==> config.mk <==
export PLATFORM = sky130hd
export DESIGN_NAME = sfa_fifo
export DESIGN_NICKNAME = d
export VERILOG_FILES = /design/src/design/sfa_pkg.sv /design/src/design/sfa_fifo.sv
export SDC_FILE = /design/constraint.sdc
export NUM_CORES = 1
export LEC_CHECK = 0
export BUFFER_PORTS_ARGS = -buffer_cell sky130_fd_sc_hd__buf_2
export CORE_UTILIZATION = 50
export DETAILED_ROUTE_END_ITERATION = 8
export GPL_TIMING_DRIVEN = 0
export PLACE_DENSITY_LB_ADDON = 0.25
export SLEW_MARGIN = 5
export SYNTH_ARGS = -nofsm -noshare
export SYNTH_HDL_FRONTEND = slang
export SYNTH_SLANG_ARGS = --single-unit
export TNS_END_PERCENT = 10
==> constraint.sdc <==
create_clock -name clk -period 8.55 [get_ports clk]
set_input_delay 1.2825 -clock clk [delete_from_list [all_inputs] [get_ports clk]]
set_output_delay 1.2825 -clock clk [all_outputs]
set_load 0.05 [all_outputs]
==> src/design/sfa_pkg.sv <==
`timescale 1ns / 1ps
package sfa_pkg;
  localparam int SPECTRUM_BINS = 1024;
  localparam int POS_W = $clog2(SPECTRUM_BINS);
  localparam int FRAMES_W = 11;
  localparam logic [FRAMES_W-1:0] MAX_FRAMES = 11'd1024;
  localparam int SUM_W = 42;
  localparam int SPECTRA_W = 26;
  localparam int SAMPLES_W = 42;
  localparam logic [7:0] FLAG_UNKNOWN = 8'd63;
  localparam int FIFO_DEPTH = 4;
  localparam int FIFO_AW = $clog2(FIFO_DEPTH);
  localparam int DIV_CNT_W = $clog2(SUM_W + 1);

  typedef struct packed {
    logic signed [31:0]   bin_value;
    logic                 last;
    logic [POS_W-1:0]     pos;
    logic                 restart;
    logic                 closing;
    logic [FRAMES_W-1:0]  frames;
    logic [7:0]           sideband;
    logic [7:0]           polarization;
    logic [31:0]          acq_sec;
    logic [31:0]          acq_rate;
    logic [47:0]          leading_index;
    logic [SPECTRA_W-1:0] spectra_total;
    logic [SAMPLES_W-1:0] samples_total;
  } cmd_t;

  typedef enum logic [1:0] {ST_IDLE, ST_SUM, ST_DIV, ST_OUT} back_state_t;
endpackage

==> src/design/sfa_fifo.sv <==
`timescale 1ns / 1ps
module sfa_fifo (
  input  logic          clk,
  input  logic          rst,
  input  logic          push,
  input  sfa_pkg::cmd_t push_cmd,
  output logic          not_full,
  input  logic          pop,
  output logic          not_empty,
  output sfa_pkg::cmd_t head
);
  import sfa_pkg::*;

  cmd_t               slots [FIFO_DEPTH];
  logic [FIFO_AW-1:0] wr_ptr, rd_ptr;
  logic [FIFO_AW:0]   count;

  assign not_full = count != (FIFO_AW+1)'(FIFO_DEPTH);
  assign not_empty = count != '0;
  assign head = slots[rd_ptr];

  always_ff @(posedge clk) begin
    if (push) slots[wr_ptr] <= push_cmd;
    if (rst) begin
      wr_ptr <= '0;
      rd_ptr <= '0;
      count <= '0;
    end else begin
      if (push) wr_ptr <= wr_ptr + FIFO_AW'(1);
      if (pop) rd_ptr <= rd_ptr + FIFO_AW'(1);
      count <= count + (FIFO_AW+1)'(push) - (FIFO_AW+1)'(pop);
    end
  end
endmodule

After elaboration in Yosys (flattened, before gate mapping)
Memory sizes are Yosys's and may differ from the RTL's. A register that Yosys moved wholly into a read port is not among the register bits.
Cells that the tools add are included.
{"block": "word_totals", "ff_bits": 7, "latchBits": 0, "ram_bits": 1008, "mem_bits_ro": 0, "inputBits": 256, "output_inout_bits": 254, "n_memories": 1}
{"memory": "slots", "words": 4, "width": 252, "read_ports": 1, "rd_clocked_by_memory_dff": 1, "wr": 1, "line_no": "sfa_fifo.sv:14", "rtl": "cmd_t slots [FIFO_DEPTH];"}
{"block": "op_classes", "addsub": 4, "n_mul": 0, "div_mod_pow": 0, "n_lt_le_gt_ge": 0, "n_eq_ne": 1, "shifts": 0, "n_mux": 4, "bitwise": 0, "n_reduce_logical": 1}
{"operator": "adder 2 x 1 -> 2 bit, second input constant", "count": 2}
{"operator": "2-to-1 mux 2 bit", "count": 2}
{"operator": "adder 3 x 1 -> 3 bit", "count": 1}
{"operator": "inequality test 3 bit, second input constant", "count": 1}
{"operator": "nonzero test 3 bit", "count": 1}
{"operator": "subtractor 3 x 1 -> 3 bit", "count": 1}
{"operator": "2-to-1 mux 1 bit", "count": 2}

Logic depth before layout (Yosys ltp)
{"block": "logic_depth", "depth_word": 3, "depth_mapped": 8, "depth_no_buf": 8}

Worst setup path after synthesis
No wires, ideal clock.
{"block": "synth_timing", "path_type": "input to register", "start": "input push", "end": "memory slots[0][0] in the netlist's numbering (enable)", "setup_time_ps": 644, "arrival_time_ps": 6979, "required_ps": 7906, "path_slack_ps": 927, "cell_stages": 1, "n_path_buf": 0, "cell_sequence": "and2_1"}
{"block": "synth_between", "elab_chain_len": 2}
{"item": "start: declaration", "line_no": "sfa_fifo.sv:5", "rtl": "input logic push,"}
{"item": "2-to-1 mux 1 bit", "line_no": "sfa_fifo.sv:23", "rtl": "if (push) slots[wr_ptr] <= push_cmd;"}
{"item": "2-to-1 mux 1 bit (implied by the code)", "line_no": "sfa_fifo.sv:23"}
{"item": "end: declaration", "line_no": "sfa_fifo.sv:14"}
Every way passes these cells.

==> impl_metrics.py <==
metrics = {
    "timing": {
        "fin_crit_sh": 0.479,
        "hold_viol": 0,
        "worst_slew_pin_slew_ns": 0.639,
        "final_max_slew_viol_count": 0,
        "tns_ns": 0,
        "rsz0062_at_grt": "no",
        "fin_crit_ns": 4.09,
        "setup_violations": 0,
        "fmax_mhz": 244,
        "holdWs_ns": 0.559,
        "timing.slew.headroom": 0.574,
        "fin_skew_ns": 0.0324,
    },
    "synthesis": {
        "syn_inst": 1359,
        "yosysUniqueCellTypes": 21,
        "synthesis.nets": 1622,
        "ys_warn_count": 0,
        "ys_ff_latch": 1017,
        "syn_area_um2": 36800,
        "synth_seq_area_share": 0.828,
        "synth.top_cell.area_share": 0.823,
        "avgSynthCellArea_um2": 27.1,
        "synthTopCellsByArea": "edfxtp_1 (82%), mux4_2 (15%), buf_6 (0.64%), dfxtp_1 (0.49%), buf_2 (0.38%)",
        "synth_top_cell_by_area": "edfxtp_1",
    },
    "global_route": {
        "grt_max_degree": 55,
        "grt_pass1_wl_um": 109000,
        "antenna_found_initial": 22,
        "overflow": 0,
        "grtUsageTotal": 0.199,
        "grt_pass1_vias": 17600,
    },
    "clock_network": {
        "clk_pin_slew_worst_paths_ns": 0.06,
        "cts_max_level": 3,
        "root_buffer": "clkbuf_16",
        "clock-sinks": 1017,
        "numCtsBuffers": 100,
        "cts_tree": "built",
        "clockBufferDepth": 3,
        "cts_hold_buf": 0,
        "insertion_delay_ns": 0.66,
        "cts_setup_buffers": 0,
        "cts_resized": 0,
    },
    "routing": {
        "avgRoutedWirePerCell_um": 24.4,
        "first_pass_iters": 5,
        "drc": 0,
        "vias": 16700,
        "drtIter0Drc": 1279,
        "routed_via_density": 5.48,
        "wl_um": 74500,
        "ant_nets": 0,
    },
    "floorplanning": {
        "rows": 99,
        "die-area_um2": 74700,
        "chipHeight_um": 273,
        "die_w_um": 273,
        "io_pins": 510,
        "initial_utilization": 0.505,
        "core_area_um2": 72800,
    },
    "critical_path": {
        "critical_path_class": "flop to output port",
        "cp_max_fo": 10,
        "critical_path_arrival_ns": 2.81,
        "critPathLaunchType": "flop",
        "r2r_slack_ns": 6.39,
        "cp_data_required_time_ns": 7.27,
        "end_kind": "output port",
    },
    "cells_and_area": {
        "fin_util": 0.612,
        "final_layout_size_suffix_gt1_frac": 0.475,
        "nets": 2254,
        "nFillCells": 5003,
        "area_delta_synth_final_pct": 21.2,
        "stdcell_area_um2": 44600,
    },
    "power": {
        "p_total_w": 0.0119,
        "powerDensity_nw_per_um2": 267,
        "peakVddDrop_mv": 0.251,
        "p_leak_nw": 15.0,
    },
    "run_status": {
        "status": "completed",
    },
    "place": {
        "hpwl_um": 48400,
        "place_congestion": 0.744,
        "dpl_cell_area_um2": 41100,
        "place.port_buffers": 508,
    },
    "hold_path": {
        "holdCritPathClass": "flop to flop",
    },
    "run": {
        "drv_cap": 0,
    },
}
[registers in the layout (all words and copies together) (netlist names), named ones only]
signal	cells
slots	1008
wr_ptr	2
count	3
rd_ptr	2
[cell usage after synthesis]
master,n
mux4_2,252
buf_1,1
nor2b_1,1
dfxtp_1,9
inv_1,5
xnor2_1,2
and2_1,4
a21bo_2,1
nor2_1,7
buf_6,21
a21oi_1,1
xnor3_1,1
nand3b_1,1
clkbuf_1,7
buf_2,28
edfxtp_1,1008
nand2_1,1
fa_1,1
or3_1,1
mux2i_1,1
ha_1,6
[layout by cell type (no fill, tap or decap)]
cell,synthesis,routed
edfxtp_1,1008,1008
buf_2,28,536
mux4_2,252,252
clkbuf_16,0,102
clkinv_1,0,22
buf_6,21,21
clkbuf_1,7,21
clkinv_2,0,19
buf_16,0,17
bufinv_16,0,16
diode_2,0,13
dfxtp_1,9,9
nor2_1,7,7
ha_1,6,6
inv_1,5,5
clkinvlp_4,0,5
buf_12,0,5
and2_4,0,4
clkinv_4,0,4
xnor2_1,2,2
clkinv_16,0,2
inv_16,0,2
buf_1,1,1
nand2_1,1,1
or3_1,1,1
nor2b_1,1,1
a21bo_2,1,1
nand3b_1,1,1
a21oi_1,1,1
mux2i_1,1,1
xnor3_1,1,1
fa_1,1,1
inv_6,0,1
[metrics by stage]
step	setup slack, ns	cells
floorplan	0.927	1359
CTS	4.28	3035
global placement	-4.11	2826
detailed placement	4.98	2848
finish	4.46	3048
global route	4.27	3038
[final cells by class]
cell class	count	area (µm²)	share of cell area
Sequential cell	1017	30400	0.683
Inverter	5	18.8	0.000421
Clock inverter	71	840	0.0188
Tap cell	959	1200	0.0269
Multi-Input combinational cell	280	5920	0.133
Clock buffer	116	2610	0.0584
Timing Repair Buffer	530	3110	0.0698
Antenna cell	13	32.5	0.000730
Buffer	57	407	0.00912
[metal layers]
| metal | GRT usage | vias up | part of all wire |
|---|---|---|---|
| li1 | - | 7233 | - |
| met5 | 0 | - | 0.0022 |
| met4 | 0.0610 | 28 | 0.020 |
| met1 | 0.250 | 8758 | 0.38 |
| met2 | 0.329 | 554 | 0.51 |
| met3 | 0.0675 | 123 | 0.090 |
[report_power, final]
group,switching (W),total (W),internal (W)
Combinational,0.00114,0.00163,0.000493
Clock,0.00182,0.00451,0.00268
Sequential,0.0000512,0.00578,0.00573
[final timing paths]
path	startpoint	to	cells past startpoint
min	rd_ptr[0]	rd_ptr[1]	2
min reg2reg	rd_ptr[0]	rd_ptr[1]	2
max	flop	head[149]	5
max reg2reg	wr_ptr[0]	slots[2][77]	5
[critical path, cell delays in order (launching register included)]
cell and delay (ns):
dfxtp_1 0.30, buf_2 0.41, buf_2 0.43, buf_2 0.39, mux4_2 0.39, buf_2 0.25
[logic make-up after synthesis]
kind of cell | after synthesis | share of synthesized area
buffers and inverters | 62 | 0.0116
xor gates and xnor gates | 3 | 0.00109
DFF | 1017 | 0.828
muxes | 253 | 0.155
and+or+nand+nor | 15 | 0.00204
AOI/OAI and AO/OA | 2 | 0.000408
adders and majority gates | 7 | 0.00259
No activity file was read; power rests on OpenSTA's default activity.
